## config.mk

```make
export PLATFORM = sky130hd
export DESIGN_NAME = scalar_immediate_alu
export DESIGN_NICKNAME = d
export VERILOG_FILES = /design/src/hw/rtl/sia_pkg.sv /design/src/hw/rtl/sia_ram.sv /design/src/hw/rtl/scalar_immediate_alu.sv
export VERILOG_INCLUDE_DIRS = /design/src /design/src/hw/rtl
export SDC_FILE = /design/constraint.sdc
export NUM_CORES = 2
export LEC_CHECK = 0
export BUFFER_PORTS_ARGS = -buffer_cell sky130_fd_sc_hd__buf_4
export CAP_MARGIN = 30
export CELL_PAD_IN_SITES_DETAIL_PLACEMENT = 0
export CELL_PAD_IN_SITES_GLOBAL_PLACEMENT = 1
export CORE_MARGIN = 2
export CORE_UTILIZATION = 50
export CTS_CLUSTER_DIAMETER = 50
export CTS_CLUSTER_SIZE = 16
export DETAILED_ROUTE_END_ITERATION = 10
export PLACE_DENSITY_LB_ADDON = 0.3
export REMOVE_ABC_BUFFERS = 1
export SYNTH_ARGS = -nofsm -noshare
export SYNTH_HDL_FRONTEND = slang
export SYNTH_HIERARCHICAL = 1
export SYNTH_SLANG_ARGS = --single-unit
export TNS_END_PERCENT = 30
```

## constraint.sdc

```tcl
create_clock -name i_clk -period 8.1 [get_ports i_clk]
set_input_delay 0.81 -clock i_clk [delete_from_list [all_inputs] [get_ports i_clk]]
set_output_delay 0.81 -clock i_clk [all_outputs]
set_load 0.05 [all_outputs]
```

## src/hw/rtl/scalar_immediate_alu_defines.svh

```systemverilog
// Assertion macros shared by the scalar immediate ALU RTL.
`ifndef SCALAR_IMMEDIATE_ALU_DEFINES_SVH
`define SCALAR_IMMEDIATE_ALU_DEFINES_SVH

// Same-cycle implication, clocked on i_clk and disabled while i_rst_n is low.
`define SIA_ASSERT_IMPL(label, ante, cons, msg) \
    label: assert property (@(posedge i_clk) disable iff (!i_rst_n) (ante) |-> (cons)) \
        else $error(msg);

// Next-cycle implication, clocked on i_clk and disabled while i_rst_n is low.
`define SIA_ASSERT_NEXT(label, ante, cons, msg) \
    label: assert property (@(posedge i_clk) disable iff (!i_rst_n) (ante) |=> (cons)) \
        else $error(msg);

`endif

```

## src/hw/rtl/sia_pkg.sv

```systemverilog
// Types and operation codes of the scalar immediate ALU.
package sia_pkg;

    typedef struct packed {
        logic [4:0]  func;
        logic [31:0] dest_value;
        logic [15:0] imm16;
        logic [31:0] literal32;
    } t_in_item;

    typedef struct packed {
        logic [31:0] result;
        logic        dest_write;
        logic        cond_out;
        logic        cond_write;
    } t_out_item;

    typedef enum logic {
        S_IDLE,
        S_EXEC
    } t_state;

    localparam logic [4:0] OP_MOVK    = 5'd0;
    localparam logic [4:0] OP_CMOVK   = 5'd1;
    localparam logic [4:0] OP_CMP_SEQ = 5'd2;
    localparam logic [4:0] OP_CMP_SNE = 5'd3;
    localparam logic [4:0] OP_CMP_SGT = 5'd4;
    localparam logic [4:0] OP_CMP_SGE = 5'd5;
    localparam logic [4:0] OP_CMP_SLT = 5'd6;
    localparam logic [4:0] OP_CMP_SLE = 5'd7;
    localparam logic [4:0] OP_CMP_UEQ = 5'd8;
    localparam logic [4:0] OP_CMP_UNE = 5'd9;
    localparam logic [4:0] OP_CMP_UGT = 5'd10;
    localparam logic [4:0] OP_CMP_UGE = 5'd11;
    localparam logic [4:0] OP_CMP_ULT = 5'd12;
    localparam logic [4:0] OP_CMP_ULE = 5'd13;
    localparam logic [4:0] OP_ADDK    = 5'd14;
    localparam logic [4:0] OP_MULK    = 5'd15;
    localparam logic [4:0] OP_GETREG  = 5'd16;
    localparam logic [4:0] OP_SETREG  = 5'd17;
    localparam logic [4:0] OP_SETIMM  = 5'd18;

endpackage

```

## src/hw/rtl/sia_ram.sv

```systemverilog
// Generic single-write, single-read synchronous RAM with registered read data.
module sia_ram #(
    parameter int WIDTH = 32,
    parameter int DEPTH = 64,
    localparam int AW   = $clog2(DEPTH)
) (
    input  logic             i_clk,
    input  logic             i_we,
    input  logic [AW-1:0]    i_waddr,
    input  logic [WIDTH-1:0] i_wdata,
    input  logic             i_re,
    input  logic [AW-1:0]    i_raddr,
    output logic [WIDTH-1:0] o_rdata
);

    logic [WIDTH-1:0] r_mem [DEPTH];
    logic [WIDTH-1:0] r_rdata;

    always_ff @(posedge i_clk) begin
        if (i_we) begin
            r_mem[i_waddr] <= i_wdata;
        end
        if (i_re) begin
            r_rdata <= r_mem[i_raddr];
        end
    end

    assign o_rdata = r_rdata;

endmodule

```

## src/hw/rtl/scalar_immediate_alu.sv

```systemverilog
// Scalar ALU for instructions that carry a 16-bit immediate, with a hardware register file.
//
// The input channel (i_in_valid, o_in_stall, i_in_data) carries one instruction per
// transaction: operation code, current destination value, raw immediate and a 32-bit
// literal. The output channel (o_out_valid, i_out_stall, o_out_data) returns exactly one
// transaction per instruction: the new destination value with its write flag and the
// condition bit with its update flag.
// An instruction is accepted and then executed. In the accept cycle the hardware
// register named by the immediate is read from the register-file RAM; in the execute
// cycle the result is formed, the register is written back for set operations and the
// output register is loaded. The read data of that RAM is registered, and an instruction
// completes its read-modify-write before the next one is accepted, so the block stalls its
// input while an instruction is in execute. The result is presented from the output
// register from the edge that ends the execute cycle.
// A finished result waits in the output register while the next instruction is accepted
// and read. If the receiver still stalls when that instruction is ready to execute, the
// block holds in the execute state and stalls its input until the output register frees.
// Reset (synchronous, active low) returns to idle, drops the output valid, clears the
// condition bit and clears one valid bit per register-file entry, so every hardware
// register reads as zero until it is first written. There is no clearing pass.
`include "scalar_immediate_alu_defines.svh"

module scalar_immediate_alu #(
    parameter int HWREG_COUNT = 64
) (
    input  logic                 i_clk,
    input  logic                 i_rst_n,
    input  logic                 i_in_valid,
    output logic                 o_in_stall,
    input  sia_pkg::t_in_item    i_in_data,
    output logic                 o_out_valid,
    input  logic                 i_out_stall,
    output sia_pkg::t_out_item   o_out_data
);

    localparam int         AW        = $clog2(HWREG_COUNT);
    localparam logic [6:0] LP_HW_CNT = 7'(HWREG_COUNT);

    // Control state.
    sia_pkg::t_state       r_state, n_state;
    logic                  r_out_valid, n_out_valid;
    logic                  r_cond, n_cond;
    logic [HWREG_COUNT-1:0] r_valid;

    // Payload registers.
    sia_pkg::t_in_item     r_item;
    sia_pkg::t_out_item    r_out, n_out;

    // Datapath signals.
    logic                  w_accept;
    logic                  w_exec_fire;
    logic                  w_in_id_ok;
    logic                  w_id_ok;
    logic [AW-1:0]         w_addr;
    logic [31:0]           w_ram_rdata;
    logic [31:0]           w_hw;
    logic [31:0]           w_simm;
    logic [31:0]           w_uimm;
    logic [31:0]           w_sum;
    logic                  w_ovf;
    logic [31:0]           w_mul;
    logic [4:0]            w_off;
    logic [31:0]           w_mask;
    logic [31:0]           w_set_data;
    logic [31:0]           w_wdata;
    logic                  w_is_set;
    logic                  w_ram_we;

    assign w_accept    = i_in_valid && !o_in_stall;
    assign o_in_stall  = (r_state != sia_pkg::S_IDLE);
    assign w_in_id_ok  = ({1'b0, i_in_data.imm16[5:0]} < LP_HW_CNT);

    // The state machine: idle takes an instruction, execute waits for the output slot.
    always_comb begin
        n_state     = r_state;
        w_exec_fire = 1'b0;
        unique case (r_state)
            sia_pkg::S_IDLE: begin
                if (w_accept) begin
                    n_state = sia_pkg::S_EXEC;
                end
            end
            sia_pkg::S_EXEC: begin
                if (!r_out_valid || !i_out_stall) begin
                    w_exec_fire = 1'b1;
                    n_state     = sia_pkg::S_IDLE;
                end
            end
            default: begin
                n_state = sia_pkg::S_IDLE;
            end
        endcase
    end

    always_ff @(posedge i_clk) begin
        if (!i_rst_n) begin
            r_state <= sia_pkg::S_IDLE;
        end else begin
            r_state <= n_state;
        end
    end

    // The instruction is held for the execute cycle; the RAM read runs in parallel.
    always_ff @(posedge i_clk) begin
        if (w_accept) begin
            r_item <= i_in_data;
        end
    end

    sia_ram #(
        .WIDTH (32),
        .DEPTH (HWREG_COUNT)
    ) u_hwreg_ram (
        .i_clk   (i_clk),
        .i_we    (w_ram_we),
        .i_waddr (w_addr),
        .i_wdata (w_wdata),
        .i_re    (w_accept && w_in_id_ok),
        .i_raddr (i_in_data.imm16[AW-1:0]),
        .o_rdata (w_ram_rdata)
    );

    // Register file lookup. An id beyond the file, or an entry never written, reads zero.
    assign w_id_ok = ({1'b0, r_item.imm16[5:0]} < LP_HW_CNT);
    assign w_addr  = r_item.imm16[AW-1:0];
    assign w_hw    = (w_id_ok && r_valid[w_addr]) ? w_ram_rdata : 32'd0;

    // Operand forms of the immediate.
    assign w_simm = {{16{r_item.imm16[15]}}, r_item.imm16};
    assign w_uimm = {16'd0, r_item.imm16};

    // Add with signed overflow: same operand signs and a different sum sign.
    assign w_sum = r_item.dest_value + w_simm;
    assign w_ovf = (r_item.dest_value[31] == w_simm[31]) && (w_sum[31] != w_simm[31]);

    // Only the low word of the product is kept.
    assign w_mul = r_item.dest_value * w_simm;

    // Bit field: size-1 in [15:11], offset in [10:6]. The shifted all-ones base gives
    // exactly size ones, so a size of 32 needs no special case; bits past 31 drop off.
    assign w_off  = r_item.imm16[10:6];
    assign w_mask = (32'hFFFF_FFFF >> (5'd31 - r_item.imm16[15:11])) << w_off;

    assign w_set_data = (r_item.func == sia_pkg::OP_SETIMM) ? r_item.literal32
                                                            : r_item.dest_value;
    assign w_wdata    = (w_hw & ~w_mask) | ((w_set_data << w_off) & w_mask);
    assign w_is_set   = (r_item.func == sia_pkg::OP_SETREG) ||
                        (r_item.func == sia_pkg::OP_SETIMM);
    assign w_ram_we   = w_exec_fire && w_is_set && w_id_ok;

    // Result and condition bit of the instruction in execute.
    always_comb begin
        n_out            = '0;
        n_cond           = r_cond;
        case (r_item.func)
            sia_pkg::OP_MOVK: begin
                n_out.result     = w_simm;
                n_out.dest_write = 1'b1;
            end
            sia_pkg::OP_CMOVK: begin
                if (r_cond) begin
                    n_out.result     = w_simm;
                    n_out.dest_write = 1'b1;
                end
            end
            sia_pkg::OP_CMP_SEQ: n_cond = (r_item.dest_value == w_simm);
            sia_pkg::OP_CMP_SNE: n_cond = (r_item.dest_value != w_simm);
            sia_pkg::OP_CMP_SGT: n_cond = ($signed(r_item.dest_value) >  $signed(w_simm));
            sia_pkg::OP_CMP_SGE: n_cond = ($signed(r_item.dest_value) >= $signed(w_simm));
            sia_pkg::OP_CMP_SLT: n_cond = ($signed(r_item.dest_value) <  $signed(w_simm));
            sia_pkg::OP_CMP_SLE: n_cond = ($signed(r_item.dest_value) <= $signed(w_simm));
            sia_pkg::OP_CMP_UEQ: n_cond = (r_item.dest_value == w_uimm);
            sia_pkg::OP_CMP_UNE: n_cond = (r_item.dest_value != w_uimm);
            sia_pkg::OP_CMP_UGT: n_cond = (r_item.dest_value >  w_uimm);
            sia_pkg::OP_CMP_UGE: n_cond = (r_item.dest_value >= w_uimm);
            sia_pkg::OP_CMP_ULT: n_cond = (r_item.dest_value <  w_uimm);
            sia_pkg::OP_CMP_ULE: n_cond = (r_item.dest_value <= w_uimm);
            sia_pkg::OP_ADDK: begin
                n_out.result     = w_sum;
                n_out.dest_write = 1'b1;
                n_cond           = w_ovf;
            end
            sia_pkg::OP_MULK: begin
                n_out.result     = w_mul;
                n_out.dest_write = 1'b1;
            end
            sia_pkg::OP_GETREG: begin
                n_out.result     = (w_hw & w_mask) >> w_off;
                n_out.dest_write = 1'b1;
            end
            default: begin
                // Set operations and unused codes write neither destination nor condition.
            end
        endcase
        if (r_item.func >= sia_pkg::OP_CMP_SEQ && r_item.func <= sia_pkg::OP_ADDK) begin
            n_out.cond_write = 1'b1;
        end
        n_out.cond_out = n_cond;
    end

    // Output register and its valid flag.
    always_comb begin
        n_out_valid = r_out_valid;
        if (w_exec_fire) begin
            n_out_valid = 1'b1;
        end else if (r_out_valid && !i_out_stall) begin
            n_out_valid = 1'b0;
        end
    end

    always_ff @(posedge i_clk) begin
        if (!i_rst_n) begin
            r_out_valid <= 1'b0;
            r_cond      <= 1'b0;
            r_valid     <= '0;
        end else begin
            r_out_valid <= n_out_valid;
            if (w_exec_fire) begin
                r_cond <= n_cond;
            end
            if (w_ram_we) begin
                r_valid[w_addr] <= 1'b1;
            end
        end
    end

    always_ff @(posedge i_clk) begin
        if (w_exec_fire) begin
            r_out <= n_out;
        end
    end

    assign o_out_valid = r_out_valid;
    assign o_out_data  = r_out;

    // An accepted transaction always moves into execute.
    `SIA_ASSERT_NEXT(a_accept_to_exec, w_accept, r_state == sia_pkg::S_EXEC, "accept did not start execute")
    // Every executed instruction presents a result in the next cycle.
    `SIA_ASSERT_NEXT(a_exec_to_out, w_exec_fire, o_out_valid, "executed instruction produced no output")
    // The condition bit moves only when an instruction executes.
    `SIA_ASSERT_NEXT(a_cond_hold, !w_exec_fire, r_cond == $past(r_cond), "condition bit changed while idle")
    // The register file is written only from execute by a set operation.
    `SIA_ASSERT_IMPL(a_ram_we_ok, w_ram_we, (r_state == sia_pkg::S_EXEC) && w_is_set, "stray RAM write")

endmodule

```

==> flow_metrics.tcl <==
set metrics [dict create \
    status "complete, no violations" \
    drv_slew 0 \
    synth.distinct_cells 91 \
    drc 0 \
    num_vias 62400 \
    layout-drive-gt1-share 0.210 \
    dp_hpwl_mm 195 \
    seqCellArea_sq_mm 0.0674 \
    synth_top_cell_area_share 0.618 \
    fin_skew_ps 107 \
    worst_pin_slew_ps 1120 \
    grt_overflow_total 0 \
    port_buffers 125 \
    layout_commonest_cell "edfxtp_1" \
    synth-seq-cells 2267 \
    rsz0062_at_grt "false" \
    relSlewSlack 0.246 \
    layout_setup_ws_ps 687 \
    leakage_nw 40.9 \
    dieArea_sq_mm 0.217 \
    cts_root_buffer "clkbuf_16" \
    cts_buffer_depth 3 \
    viasPerCell 6.42 \
    wl_per_cell_microns 31.9 \
    end_kind "register" \
    crit_type "reg -> reg" \
    drtPass1Iterations 6 \
    min_path_type "in -> reg" \
    fin_crit_ps 7410 \
    layout_common_cells "2200 x edfxtp_1, 587 x mux4_2, 439 x inv_1, 386 x nand2_1, 342 x buf_4" \
    synth_top_cell_by_area "edfxtp_1" \
    fmax_mhz 135 \
    cp_max_fo 13 \
    final_antenna_net_count 0 \
    cts_buffers 207 \
    hold_ws_ps 76.8 \
    ctsResizeCount 0 \
    drt_iter0_drc 8540 \
    whs_endpoint "r_item[4]" \
    core_area_sq_mm 0.212 \
    holdPathStages 1 \
    synthArstFlopShare 0 \
    powerDensity_mw_per_mm2 294 \
    yosys_warnings 6 \
    num_io_pins 126 \
    r2r_slack_ps 690 \
    seq_area_frac_synth 0.631 \
    reg2reg_from "r_item[36]" \
    cts_setup_buffers 0 \
    period_share 0.915 \
    mappedNetlistArea_sq_mm 0.107 \
    min_from "i_in_data[4]" \
    cap_violations 0 \
    grt_max_degree 128 \
    ff2ff_path_depth 21 \
    nNetsFinal 7302 \
    finalSetupViolCount 0 \
    critical_path_required_ps 8730 \
    hold_violations 0 \
    fillerInstances 16400 \
    arrival_ps 8050 \
    clock-sinks 2267 \
    grtUsageTotal 0.285 \
    power_mw 35.1 \
    multi_input_area_sq_mm 0.0369 \
    r2r_end "o_out_data[20]" \
    hold_buffers 0 \
    die_width_microns 466 \
    start_util 0.503 \
    num_rows 169 \
    wl_mm 310 \
    vdd_drop_max_uv 533 \
    synth_edf_count 2200 \
    path_clk_slew_ps 70 \
    clock_latency_ps 930 \
    synthFlopType "edfxtp_1" \
    critPathLaunchType "register" \
    gp_congestion 0.976 \
    final_util 0.564 \
    place_ws_ps 835 \
    cts_tree "done" \
    grt_pass1_wl_mm 445 \
    antenna_found_initial 15 \
    dieHeight_microns 466 \
    area.growth.synth_to_final_pct 12.0 \
    first_global_vias 62000 \
    synth_area_leaders "edfxtp_1 62%, mux4_2 12%, fa_1 5.7%" \
    htree_levels 4 \
    synthCells 6566 \
    avgSynthCellArea_sq_um 16.3 \
]
-- metal layers --
metal,global-route usage,vias to the layer above,share of wire
li1,-,25700,-
met1,0.411,32800,0.40
met2,0.444,3354,0.47
met3,0.0502,511,0.093
met4,0.0953,4,0.036
met5,0,-,0.00010
-- synthesized netlist by cell type, types with 17 or more instances --
library cell / count
o21a_1: 52
or3_1: 21
inv_1: 442
a31oi_1: 32
ha_1: 157
edfxtp_1: 2200
o31ai_1: 18
buf_1: 62
clkbuf_1: 216
o221ai_1: 44
a22oi_1: 24
nor3_1: 61
mux4_2: 587
dfxtp_1: 67
a211oi_1: 33
o22ai_1: 103
nand2_1: 387
a21oi_1: 219
mux2_2: 17
fa_1: 305
a211o_1: 19
a221oi_1: 20
mux2i_1: 179
nand4_1: 20
buf_2: 84
a311oi_1: 20
nor2b_1: 72
nor2_1: 325
xor2_1: 17
o211ai_1: 30
and2_1: 149
nor4_1: 18
o21ai_0: 103
a21o_1: 29
nand3_1: 72
xnor2_1: 55
and3_1: 19
nand2b_1: 25
buf_4: 25
-- layout make-up --
cell class | instances | share of cell area
Clock buffer | 223 | 0.0440
Clock inverter | 124 | 0.0144
Timing Repair Buffer | 371 | 0.0261
Sequential cell | 2267 | 0.563
Antenna cell | 5 | 0.000105
Inverter | 449 | 0.0141
Multi-Input combinational cell | 3455 | 0.308
Tap cell | 2821 | 0.0295
-- through the flow --
stage | area (sq um) | TNS (ps) | std cells
2_1_floorplan | 105000 | -2550 | 6171
3_3_place_gp | 112000 | 0 | 9347
3_5_place_dp | 113000 | 0 | 9357
4_1_cts | 120000 | 0 | 9704
5_1_grt | 120000 | 0 | 9711
6_report | 120000 | 0 | 9715
-- flip-flops by register name (all words and copies together), names as in the netlist --
name / count
o_out_data: 35
r_item: 85
r_valid: 64
r_cond: 1
u_hwreg_ram/r_mem: 2048
o_in_stall: 1
o_out_valid: 1
u_hwreg_ram/o_rdata: 32
-- worst max path at each step --
stage,start,endpoint,slack [ps]
finish,r_item[36],o_out_data[20],690
global route,r_item[36],o_out_data[23],500
CTS,r_item[36],o_out_data[20],770
detailed placement,r_item[36],o_out_data[20],830
global placement,r_item[35],o_out_data[23],840
floorplan,r_item[40],o_out_data[20],-160
-- cell families after synthesis --
group | Yosys count | synth area share
flip-flops | 2267 | 0.631
AO/OA/AOI/OAI | 907 | 0.0584
adder cells (fa/ha/maj) | 462 | 0.0755
AND/OR/NAND/NOR | 1230 | 0.0545
buffers and inverters | 844 | 0.0321
XOR/XNOR | 73 | 0.00611
multiplexers | 783 | 0.142
-- critical path: stages (launching register included) --
cell      delay, ps
edfxtp_1       1010
buf_4           410
and2_1          200
fa_1            410
inv_1            80
fa_1            430
fa_1            520
inv_1            60
fa_1            500
fa_1            490
inv_1            50
fa_1            500
inv_1            50
ha_1            320
and2_1          160
or4_1           520
o21a_1          250
a31o_2          270
a21o_1          170
a211oi_1        240
nor4_1          100
a2111o_1        370
-- power breakdown --
group	total (mW)	switching, mW	leakage [nW]	internal (mW)
Sequential	13.4	0.135	20.7	13.2
Combinational	11.8	7.27	16.9	4.52
Clock	9.99	4.62	3.34	5.38
No activity file was read; power rests on OpenSTA's default activity.
